**src/rtl/core/skewed_triangle_oscillator_assert.svh**
```systemverilog
// Assertion macros shared by the oscillator RTL
`ifndef SKEWED_TRIANGLE_OSCILLATOR_ASSERT_SVH
`define SKEWED_TRIANGLE_OSCILLATOR_ASSERT_SVH

// Same-cycle implication, disabled during reset
`define STOSC_ASSERT_NOW(lbl, clk_s, rstn_s, ante, cons, msg) \
  lbl: assert property (@(posedge clk_s) disable iff (!rstn_s) (ante) |-> (cons)) \
    else $error(msg);

// Next-cycle implication, disabled during reset
`define STOSC_ASSERT_NEXT(lbl, clk_s, rstn_s, ante, cons, msg) \
  lbl: assert property (@(posedge clk_s) disable iff (!rstn_s) (ante) |=> (cons)) \
    else $error(msg);

`endif

```
**src/rtl/core/stosc_pkg.sv**
```systemverilog
// Types and constants of the skewed triangle oscillator
package stosc_pkg;

  localparam int unsigned FRAC_BITS = 16;
  localparam int unsigned LVL_W     = FRAC_BITS + 1;
  localparam int unsigned STEP_W    = 32;
  localparam int unsigned OFFS_W    = 16;
  localparam int unsigned CFG_W     = 32;
  localparam int unsigned DIV_STEPS = FRAC_BITS + 1;
  localparam int unsigned CNT_W     = $clog2(DIV_STEPS);

  localparam logic [LVL_W-1:0] ONE_Q  = LVL_W'(1) << FRAC_BITS;
  localparam logic [LVL_W-1:0] HALF_Q = LVL_W'(1) << (FRAC_BITS - 1);

  localparam logic [LVL_W-1:0] RISE_WIDTH_RST = HALF_Q;
  localparam logic [LVL_W-1:0] GAIN_RST       = ONE_Q;

  typedef enum logic [1:0] {
    REG_PHASE_STEP,
    REG_RISE_WIDTH,
    REG_GAIN,
    REG_PHASE_OFFSET
  } cfg_reg_t;

  typedef enum logic [2:0] {
    ST_IDLE,
    ST_PREP,
    ST_DIV,
    ST_MUL,
    ST_DONE
  } state_t;

endpackage

```
**src/rtl/core/stosc_if.sv**
```systemverilog
// Request and result channel interfaces of the oscillator
interface stosc_in_if;
  logic valid;
  logic ready;
  logic restart;

  modport source (output valid, output restart, input ready);
  modport sink   (input valid, input restart, output ready);
endinterface

interface stosc_out_if;
  logic                          valid;
  logic                          ready;
  logic [stosc_pkg::LVL_W-1:0]   level;
  logic                          rising;

  modport source (output valid, output level, output rising, input ready);
  modport sink   (input valid, input level, input rising, output ready);
endinterface

```
**src/rtl/core/skewed_triangle_oscillator.sv**
```systemverilog
// Skewed triangle oscillator: phase accumulator, shared divider, gain stage
//
// Usage: every request on in_req is one sample tick. restart = 0 advances the
// phase accumulator by phase_step; restart = 1 loads it from phase_offset
// (placed in the top 16 bits) without advancing. Each request yields exactly
// one result on out_res: level (unsigned Q16, 0..1) and rising.
// Configuration: cfg_we writes cfg_wdata into register cfg_idx (phase_step,
// rise_width, gain, phase_offset) at the clock edge; write only while idle.
// Sequence from the accepting edge to result valid: a step to select the
// dividend and divisor, the steps of the shared compare-subtract divider
// (one quotient bit a cycle), a multiply step and a step to round and clamp
// into the output register.
// Requests: the divider iterations dominate the time per request. The block
// takes no new request until the current one has reached the output register.
// Stall: the result sits in an output register; a new request is accepted
// while it waits, but a finished computation holds in its last step until the
// output register frees up.
// Reset (rst_n low, synchronous): accumulator cleared, registers to their
// defaults (step 0, width one half, gain one, offset 0), no result pending.
`include "skewed_triangle_oscillator_assert.svh"

module skewed_triangle_oscillator #(
  parameter int unsigned PHASE_BITS = 32
) (
  input  logic                          clk,
  input  logic                          rst_n,
  input  logic                          cfg_we,
  input  logic [1:0]                    cfg_idx,
  input  logic [stosc_pkg::CFG_W-1:0]   cfg_wdata,
  stosc_in_if.sink                      in_req,
  stosc_out_if.source                   out_res
);

  localparam int unsigned FB = stosc_pkg::FRAC_BITS;
  localparam int unsigned LW = stosc_pkg::LVL_W;
  localparam int unsigned CW = stosc_pkg::CNT_W;
  localparam int unsigned PW = 2 * LW - 1;   // product g*v fits, g,v <= ONE
  localparam int unsigned SW = PW + 1;       // rounding sum

  // Configuration registers
  logic [stosc_pkg::STEP_W-1:0] step_r;
  logic [LW-1:0]                width_r;
  logic [LW-1:0]                gain_r;
  logic [stosc_pkg::OFFS_W-1:0] offs_r;

  // Sequencer and datapath
  stosc_pkg::state_t state_r, state_nxt;
  logic [PHASE_BITS-1:0] acc_r, acc_nxt;
  logic                  up_r, up_nxt;
  logic [LW-1:0]         rem_r, rem_nxt;
  logic [LW-1:0]         div_r, div_nxt;
  logic [LW-1:0]         quo_r, quo_nxt;
  logic [CW-1:0]         cnt_r, cnt_nxt;
  logic [PW-1:0]         prod_r, prod_nxt;

  // Output register
  logic          out_valid_r, out_valid_nxt;
  logic [LW-1:0] out_level_r, out_level_nxt;
  logic          out_rising_r, out_rising_nxt;

  logic          in_acc;
  logic          out_free;
  logic          div_last;
  logic [FB-1:0] phase;
  logic [LW-1:0] w_clamp;
  logic [LW-1:0] g_clamp;
  logic          p_below;
  logic [LW:0]   trial;
  logic          fits;
  logic [SW-1:0] sum;
  logic [LW-1:0] lvl;

  assign in_req.ready   = (state_r == stosc_pkg::ST_IDLE);
  assign in_acc         = in_req.valid && in_req.ready;
  assign out_free       = !out_valid_r || out_res.ready;
  assign div_last       = (cnt_r == CW'(stosc_pkg::DIV_STEPS - 1));

  assign out_res.valid  = out_valid_r;
  assign out_res.level  = out_level_r;
  assign out_res.rising = out_rising_r;

  // Configuration writes
  always_ff @(posedge clk) begin
    if (!rst_n) begin
      step_r  <= '0;
      width_r <= stosc_pkg::RISE_WIDTH_RST;
      gain_r  <= stosc_pkg::GAIN_RST;
      offs_r  <= '0;
    end else if (cfg_we) begin
      case (stosc_pkg::cfg_reg_t'(cfg_idx))
        stosc_pkg::REG_PHASE_STEP:   step_r  <= cfg_wdata[stosc_pkg::STEP_W-1:0];
        stosc_pkg::REG_RISE_WIDTH:   width_r <= cfg_wdata[LW-1:0];
        stosc_pkg::REG_GAIN:         gain_r  <= cfg_wdata[LW-1:0];
        stosc_pkg::REG_PHASE_OFFSET: offs_r  <= cfg_wdata[stosc_pkg::OFFS_W-1:0];
        default: begin
        end
      endcase
    end
  end

  // Phase in Q16 from the top of the accumulator; clamp width and gain to one
  assign phase   = acc_r[PHASE_BITS-1 -: FB];
  assign w_clamp = (width_r > stosc_pkg::ONE_Q) ? stosc_pkg::ONE_Q : width_r;
  assign g_clamp = (gain_r > stosc_pkg::ONE_Q) ? stosc_pkg::ONE_Q : gain_r;
  assign p_below = {1'b0, phase} < w_clamp;

  // Shared compare-subtract unit: the first step weighs 2^16 and takes the
  // remainder as it is, later steps double it first
  assign trial = (cnt_r == '0) ? {1'b0, rem_r} : {rem_r, 1'b0};
  assign fits  = trial >= {1'b0, div_r};

  // Round to nearest, tie up: (g*v + (ONE-g)*HALF + HALF) >> FRAC_BITS
  assign sum = SW'(prod_r)
             + (SW'(stosc_pkg::ONE_Q - g_clamp) << (FB - 1))
             + SW'(stosc_pkg::HALF_Q);
  assign lvl = (sum[SW-1:FB] > (SW-FB)'(stosc_pkg::ONE_Q))
             ? stosc_pkg::ONE_Q : sum[FB +: LW];

  // Next state
  always_comb begin
    state_nxt = state_r;
    case (state_r)
      stosc_pkg::ST_IDLE: if (in_acc)   state_nxt = stosc_pkg::ST_PREP;
      stosc_pkg::ST_PREP:               state_nxt = stosc_pkg::ST_DIV;
      stosc_pkg::ST_DIV:  if (div_last) state_nxt = stosc_pkg::ST_MUL;
      stosc_pkg::ST_MUL:                state_nxt = stosc_pkg::ST_DONE;
      stosc_pkg::ST_DONE: if (out_free) state_nxt = stosc_pkg::ST_IDLE;
      default:                          state_nxt = stosc_pkg::ST_IDLE;
    endcase
  end

  // Datapath and output register
  always_comb begin
    acc_nxt        = acc_r;
    up_nxt         = up_r;
    rem_nxt        = rem_r;
    div_nxt        = div_r;
    quo_nxt        = quo_r;
    cnt_nxt        = cnt_r;
    prod_nxt       = prod_r;
    out_level_nxt  = out_level_r;
    out_rising_nxt = out_rising_r;
    out_valid_nxt  = out_valid_r && !out_res.ready;
    case (state_r)
      stosc_pkg::ST_IDLE: begin
        if (in_acc) begin
          // reload from the offset, or advance one tick; wrap is free
          acc_nxt = in_req.restart
                  ? (PHASE_BITS'(offs_r) << (PHASE_BITS - stosc_pkg::OFFS_W))
                  : acc_r + PHASE_BITS'(step_r);
        end
      end
      stosc_pkg::ST_PREP: begin
        // rising: p/w; falling: (ONE-p)/(ONE-w); divisor is never zero
        up_nxt  = p_below;
        rem_nxt = p_below ? {1'b0, phase} : stosc_pkg::ONE_Q - {1'b0, phase};
        div_nxt = p_below ? w_clamp : stosc_pkg::ONE_Q - w_clamp;
        quo_nxt = '0;
        cnt_nxt = '0;
      end
      stosc_pkg::ST_DIV: begin
        rem_nxt = fits ? LW'(trial - {1'b0, div_r}) : trial[LW-1:0];
        quo_nxt = {quo_r[LW-2:0], fits};
        cnt_nxt = cnt_r + CW'(1);
      end
      stosc_pkg::ST_MUL: begin
        prod_nxt = PW'(g_clamp * quo_r);
      end
      stosc_pkg::ST_DONE: begin
        if (out_free) begin
          out_valid_nxt  = 1'b1;
          out_level_nxt  = lvl;
          out_rising_nxt = up_r;
        end
      end
      default: begin
      end
    endcase
  end

  always_ff @(posedge clk) begin
    if (!rst_n) begin
      state_r     <= stosc_pkg::ST_IDLE;
      acc_r       <= '0;
      out_valid_r <= 1'b0;
    end else begin
      state_r     <= state_nxt;
      acc_r       <= acc_nxt;
      out_valid_r <= out_valid_nxt;
    end
  end

  always_ff @(posedge clk) begin
    up_r         <= up_nxt;
    rem_r        <= rem_nxt;
    div_r        <= div_nxt;
    quo_r        <= quo_nxt;
    cnt_r        <= cnt_nxt;
    prod_r       <= prod_nxt;
    out_level_r  <= out_level_nxt;
    out_rising_r <= out_rising_nxt;
  end

  // Divisor never zero while dividing
  `STOSC_ASSERT_NOW(a_div_nonzero, clk, rst_n, state_r == stosc_pkg::ST_DIV, div_r != '0, "divider running with a zero divisor")
  // Partial remainder stays within the divisor
  `STOSC_ASSERT_NOW(a_rem_bound, clk, rst_n, state_r == stosc_pkg::ST_DIV, rem_r <= div_r, "partial remainder above divisor")
  // Quotient never exceeds one
  `STOSC_ASSERT_NOW(a_quo_bound, clk, rst_n, state_r == stosc_pkg::ST_MUL, quo_r <= stosc_pkg::ONE_Q, "waveform value above one")
  // An accepted request starts the sequence
  `STOSC_ASSERT_NEXT(a_start, clk, rst_n, in_acc, state_r == stosc_pkg::ST_PREP, "request accepted but sequencer did not start")
  // Last divider step hands over to the multiply
  `STOSC_ASSERT_NEXT(a_div_end, clk, rst_n, state_r == stosc_pkg::ST_DIV && div_last, state_r == stosc_pkg::ST_MUL, "divider overran its step count")

endmodule

```
**src/flat_wrapper.sv**
```systemverilog
// flat-port wrapper written by rule: the top's interface ports become plain ports
module skewed_triangle_oscillator_flat 
#(
  parameter int unsigned PHASE_BITS = 32
)
  (clk, rst_n, cfg_we, cfg_idx, cfg_wdata, in_req_valid, in_req_restart, in_req_ready, out_res_valid, out_res_level, out_res_rising, out_res_ready);
  stosc_in_if in_req_i ();
  stosc_out_if out_res_i ();
  input  logic clk;
  input  logic rst_n;
  input  logic cfg_we;
  input  logic [1:0] cfg_idx;
  input  logic [stosc_pkg::CFG_W-1:0] cfg_wdata;
  input wire logic [$bits(in_req_i.valid)-1:0] in_req_valid;
  input wire logic [$bits(in_req_i.restart)-1:0] in_req_restart;
  output wire logic [$bits(in_req_i.ready)-1:0] in_req_ready;
  output wire logic [$bits(out_res_i.valid)-1:0] out_res_valid;
  output wire logic [$bits(out_res_i.level)-1:0] out_res_level;
  output wire logic [$bits(out_res_i.rising)-1:0] out_res_rising;
  input wire logic [$bits(out_res_i.ready)-1:0] out_res_ready;
  assign in_req_i.valid = in_req_valid;
  assign in_req_i.restart = in_req_restart;
  assign in_req_ready = in_req_i.ready;
  assign out_res_valid = out_res_i.valid;
  assign out_res_level = out_res_i.level;
  assign out_res_rising = out_res_i.rising;
  assign out_res_i.ready = out_res_ready;
  skewed_triangle_oscillator #(.PHASE_BITS(PHASE_BITS)) u_core (.clk(clk), .rst_n(rst_n), .cfg_we(cfg_we), .cfg_idx(cfg_idx), .cfg_wdata(cfg_wdata), .in_req(in_req_i), .out_res(out_res_i));
endmodule
```
**config.mk**
```make
export PLATFORM = sky130hd
export DESIGN_NAME = skewed_triangle_oscillator_flat
export DESIGN_NICKNAME = d
export VERILOG_FILES = /design/src/rtl/core/stosc_pkg.sv /design/src/rtl/core/stosc_if.sv /design/src/rtl/core/skewed_triangle_oscillator.sv /design/src/flat_wrapper.sv
export VERILOG_INCLUDE_DIRS = /design/src /design/src/rtl/core
export SDC_FILE = /design/constraint.sdc
export NUM_CORES = 1
export LEC_CHECK = 0
export BUFFER_PORTS_ARGS = -buffer_cell sky130_fd_sc_hd__buf_2
export CAP_MARGIN = 20
export CORE_UTILIZATION = 50
export CTS_CLUSTER_SIZE = 24
export DETAILED_ROUTE_END_ITERATION = 6
export PLACE_DENSITY = 0.65
export SYNTH_ARGS = -nofsm -noshare
export SYNTH_HDL_FRONTEND = slang
export SYNTH_SLANG_ARGS = --single-unit
```
**constraint.sdc**
```tcl
create_clock -name clk -period 8.6 [get_ports clk]
set_input_delay 0.43 -clock clk [delete_from_list [all_inputs] [get_ports clk]]
set_output_delay 0.43 -clock clk [all_outputs]
set_load 0.05 [all_outputs]
```
==> After elaboration in Yosys (flattened, before gate mapping) <==
Index checks and enable logic that the tools add are counted.
{ "totals": {"ff_bits": 226, "input_bits": 40, "word_cells": 72, "output_inout_bits": 20} }
{ "op_classes": {"reduce_logical": 16, "mul": 1, "mux": 16, "n_eq_ne": 11, "addsub": 8, "magnitude_cmp": 5} }
{ "op_table": {"columns": ["op", "count"], "rows": [
  ["$mux 17", 5],
  ["$pmux 17 s2", 2],
  ["$add 33x34->34", 1],
  ["$add 34x16->34 const B", 1],
  ["$gt 17x17->1 const B", 2],
  ["$mul 17x17->33", 1],
  ["$add 32x32->32", 1],
  ["$mux 32", 1],
  ["$ge 18x17->1", 1],
  ["$gt 18x17->1 const B", 1],
  ["$mux 18", 1],
  ["$sub 17x17->18 const A", 1],
  ["$lt 16x17->1", 1],
  ["$sub 17x16->17 const A", 1],
  ["$sub 17x17->17", 1],
  ["$sub 17x17->17 const A", 1],
  ["$pmux 3 s5", 1],
  ["$reduce_and 2->1", 6],
  ["$pmux 5 s2", 1],
  ["$mux 3", 3],
  ["$eq 3x2->1 const B", 2],
  ["$add 5x1->5 const B", 1],
  ["$eq 5x5->1 const B", 1],
  ["$logic_not 5->1", 1],
  ["other kinds (14)", 19]
]} }

==> Longest topological paths before layout <==
{ "depth": {"ltp_word": 6, "depth_mapped": 28, "ltp_nobuf": 27} }

==> Least setup slack after synthesis <==
OpenSTA, ideal clock, no wires.
{ "synth_timing": {"path_type": "reg2reg", "start": "register u_core.gain_r[10]", "end": "register u_core.prod_r[32] (data pin)", "path_stages_with_launch": 25, "setup_slack_ps": 1244, "t_required_ps": 8339, "setup_ps": 261, "period_less_slack_ps": 7356, "n_path_buf": 1, "arrival_ps": 7095, "path_cell_list": "dfxtp_1 > or3_1 > or2_2 > o41ai_1 > and2_1 > buf_2 > nand2_1 > fa_1 > fa_1 > inv_1 > fa_1 > fa_1 > fa_1 > inv_1 > fa_1 > inv_1 > ha_1 > a21o_1 > a221o_1 > a21oi_1 > o211a_1 > a21oi_1 > a211oi_2 > a21oi_1 > a311o_1"} }
{ "synth_via": {"elab_chain_cells": 3} }
{ "synth_lines": {"columns": ["element", "line", "source"], "rows": [
  ["start, declared", "skewed_triangle_oscillator.sv:43", "logic [LW-1:0] gain_r;"],
  ["start signal, assigned", "skewed_triangle_oscillator.sv:87", "gain_r <= stosc_pkg::GAIN_RST;"],
  ["start signal, assigned", "skewed_triangle_oscillator.sv:93", "stosc_pkg::REG_GAIN: gain_r <= cfg_wdata[LW-1:0];"],
  ["$gt 17x17->1", "skewed_triangle_oscillator.sv:104", "assign g_clamp = (gain_r > stosc_pkg::ONE_Q) ? stosc_pkg::ONE_Q : gain_r;"],
  ["$mux 17 *", "skewed_triangle_oscillator.sv:104", null],
  ["$mul 17x17->33 *", "skewed_triangle_oscillator.sv:167", "prod_nxt = PW'(g_clamp * quo_r);"],
  ["end signal, assigned", "skewed_triangle_oscillator.sv:199", "prod_r <= prod_nxt;"],
  ["end, declared", "skewed_triangle_oscillator.sv:54", "logic [PW-1:0] prod_r, prod_nxt;"]
]} }
Every way passes the cells marked *; elsewhere a longest branch is shown, timed or not.
A chain may end at the register's enable or synchronous reset.

==> Worst setup path after layout <==
{ "layout_timing": {"start": "register u_core.gain_r[11]", "end": "register u_core.prod_r[32] (data pin)"} }
The elaborated chain is that of the path after synthesis.

==> qor.yml <==
min_period_over_period: 0.9446
synth_seq_cells: 211
required_ns: 8.88
clock.fmax_ghz: 0.1231
worst-path-max-fanout: 15
dr.first_iter.drc_count: 1160
drv_cap: 0
io_pins: 60
core-area_sq_mm: 0.04308
vias: 17260
routedWlPerCell_um: 18.25
antenna_found_initial: 2
start_kind: "register"
yosysWarningCount: 0
htreeDepth: 1
tritoncts: "yes"
path_clk_slew_ns: 0.06
power.density_mw_per_mm2: 130.1
cts.sinks: 211
synth-edff-count: 93
overflow: 0
synthesis.area_sq_mm: 0.02185
avgSynthCellArea_sq_um: 8.759
hold_buffers: 0
cp_data_arrival_time_ns: 8.41
max_slew.worst_pin.slew_ns: 1.147
portBuffers: 59
grt_pass1_vias: 17300
finalPower_w: 0.003062
topRoutingLayerUsed: "met5"
critPathCaptureType: "register"
gp_congestion: 0.9362
wl_met3_mm: 4.121
synthCells: 2495
status: "finished, final reports clean"
postCtsSetupRepairBufs: 0
layout.nets: 2965
die-area_sq_mm: 0.04455
finalMaxSlewViolations: 0
wl_mm: 56.63
async_reset_ff_frac: 0
setup_viol: 0
hold_viol: 0
cts_root_buffer: "clkbuf_16"
synth.yosys.seq_area_share: 0.2359
path_class: "register to register"
via_per_inst: 5.563
die_w_um: 211.1
cts_buffers: 25
grtUsageTotal: 0.2594
fp.dieH_um: 211.1
firstDrtPassIters: 7
relSlewSlack: 0.2341
wl_met1_mm: 25.50
cts_resized: 0
hpwl_mm: 43.43
synth.distinct_cells: 86
holdCritPathClass: "primary input to register"
detail-route-antenna-nets: 0
syn-num-nets: 2963
clk_path_buf_depth: 3
rsz0062_at_grt: "no"
peakVddDrop_v: 0.0001452
initial_utilization: 0.5073
leakage_nw: 10.96
grt_pass1_wl_mm: 90.97
wl_met2_mm: 25.82
post-route-min-period_ns: 8.124
num_rows: 76
ys.flop_type: "dfxtp_1"
clk-insertion-delay-late_ns: 0.56
grt_max_degree: 56
syn2layout_area_growth_pct: 7.741
drc: 0
fin_worst_skew_ns: 0.02074
drive_above_1_share: 0.06995
fin_setup_tns_ns: 0
==> metal layers <==
metal	vias to the layer above	track usage
met1	8434	0.3643
met5	-	0
met4	2	0.05747
met2	543	0.4175
met3	90	0.04520
li1	8193	-
==> worst paths after layout <==
| kind | startpoint | endpoint | slack, ns | cells past startpoint |
|---|---|---|---|---|
| setup / recovery | u_core.gain_r[11]$_SDFFE_PN0P_ | u_core.prod_r[32]$_DFFE_PP_ | 0.48 | 25 |
| setup reg to reg | u_core.gain_r[11]$_SDFFE_PN0P_ | u_core.prod_r[32]$_DFFE_PP_ | 0.48 | 25 |
| hold reg to reg | u_core.step_r[8]$_SDFFE_PN0P_ | u_core.step_r[8]$_SDFFE_PN0P_ | 0.46 | 2 |
| hold / removal | cfg_wdata[28] | u_core.step_r[28]$_SDFFE_PN0P_ | 0.11 | 3 |
==> cells by family after synthesis <==
kind of cell | synth area share
AND/OR/NAND/NOR | 0.1864
buffers and inverters | 0.07758
adder cells (fa/ha/maj) | 0.3220
AO/OA/AOI/OAI | 0.1172
flip-flops | 0.2359
XOR/XNOR | 0.04328
multiplexers | 0.01746
other | 0.0001716
==> Yosys cell counts, types with 5 or more instances <==
cell      count  area share
a211oi_1     10      0.0034
a21boi_0      5      0.0017
a21o_1       37       0.013
a21oi_1     172       0.039
a22oi_1      11      0.0038
a31oi_1      12      0.0034
and2_1      121       0.035
and3_1       38       0.011
buf_2         8      0.0018
clkbuf_1    103       0.018
dfxtp_1     118        0.11
edfxtp_1     93        0.13
fa_1        224        0.21
ha_1        204        0.12
inv_1       327       0.056
mux2_2       15      0.0077
mux2i_1      19      0.0087
nand2_1     393       0.068
nand2b_1     23      0.0066
nand3_1      36      0.0082
nand4_1       6      0.0017
nor2_1      117       0.020
nor2b_1      28      0.0080
nor3_1       44       0.010
nor3b_1       6      0.0021
nor4_1       12      0.0034
o211ai_1     15      0.0052
o21a_1       10      0.0034
o21ai_0      39      0.0089
o21ai_1      22      0.0050
o21bai_1     15      0.0052
o31ai_1      12      0.0041
or2_2         6      0.0017
or3_1        12      0.0034
or4_1         6      0.0021
xnor2_1      75       0.030
xor2_1       33       0.013
==> cells in the final DEF, fill, tap and decap left out, types with 10 or more instances in the layout <==
| master | instances |
|---|---|
| nor2_1 | 116 |
| o31ai_1 | 12 |
| o21bai_1 | 15 |
| a22oi_1 | 11 |
| o211ai_1 | 15 |
| nand2_1 | 393 |
| nor4_1 | 12 |
| dfxtp_1 | 118 |
| a211oi_1 | 10 |
| mux2_2 | 15 |
| buf_2 | 59 |
| a21oi_1 | 172 |
| ha_1 | 204 |
| o21a_1 | 10 |
| edfxtp_1 | 93 |
| nor3_1 | 43 |
| clkbuf_16 | 25 |
| and3_1 | 38 |
| xor2_1 | 33 |
| o21ai_1 | 22 |
| nor2b_1 | 28 |
| nand3_1 | 36 |
| inv_1 | 327 |
| or3_1 | 12 |
| mux2i_1 | 19 |
| fa_1 | 224 |
| and2_1 | 121 |
| nand2b_1 | 23 |
| a31oi_1 | 12 |
| o21ai_0 | 38 |
| a21o_1 | 37 |
| buf_4 | 32 |
| xnor2_1 | 75 |
==> layout make-up <==
type / count / area [sq um]
tap: 585 / 732.0
antenna: 2 / 5.005
fill: 3935 / 19530
timing repair buffer: 92 / 546.8
clock buffer: 25 / 625.6
inverter: 329 / 1236
sequential: 211 / 5155
clock inverter: 21 / 210.2
multi-input combinational: 1838 / 15030
==> where the power goes <==
group / switching [W] / internal [W]
Clock: 0.000452 / 0.000627
Combinational: 0.000462 / 0.000304
Sequential: 0.0000976 / 0.00112
==> sequential cells by signal, summed over array words and instances, names as in the netlist, 16 cells and up <==
signal                cells
u_core.quo_r             17
u_core.rem_r             17
u_core.div_r             17
u_core.prod_r            18
u_core.out_res.level     17
u_core.gain_r            17
u_core.step_r            32
u_core.offs_r            16
u_core.acc_r             32
u_core.width_r           17
==> critical path, stage by stage, from the launching register on <==
cell and delay (ns):
dfxtp_1 0.39, or3_1 0.38, or2_2 0.32, o41ai_2 0.28, buf_4 0.21, and2_1 0.49, nand2_1 0.16, fa_1 0.51
fa_1 0.49, inv_1 0.05, fa_1 0.52, fa_1 0.44, fa_1 0.54, inv_1 0.05, fa_1 0.53, inv_1 0.04
ha_1 0.34, and2_1 0.19, nand4_1 0.15, nor3_1 0.23, o21ai_0 0.14, a21oi_1 0.46, a211oi_2 0.19, a21oi_1 0.29
nor4_1 0.09, a311o_1 0.33
==> metrics by stage <==
stage / hold slack, ns / util / setup WS (ns) / instances / area [sq um]
4_1_cts: 0.09167 / 0.5463 / 0.4816 / 3100 / 23530
6_report: 0.1083 / 0.5466 / 0.4764 / 3103 / 23550
3_5_place_dp: 0.4489 / 0.5269 / 0.5260 / 3054 / 22700
3_3_place_gp: 0.4424 / 0.5266 / 0.7551 / 3053 / 22690
2_1_floorplan: 0.4003 / - / 1.244 / 2495 / 21850
5_1_grt: 0.1072 / 0.5465 / 0.02580 / 3101 / 23540
No activity file was read; power rests on OpenSTA's default activity.
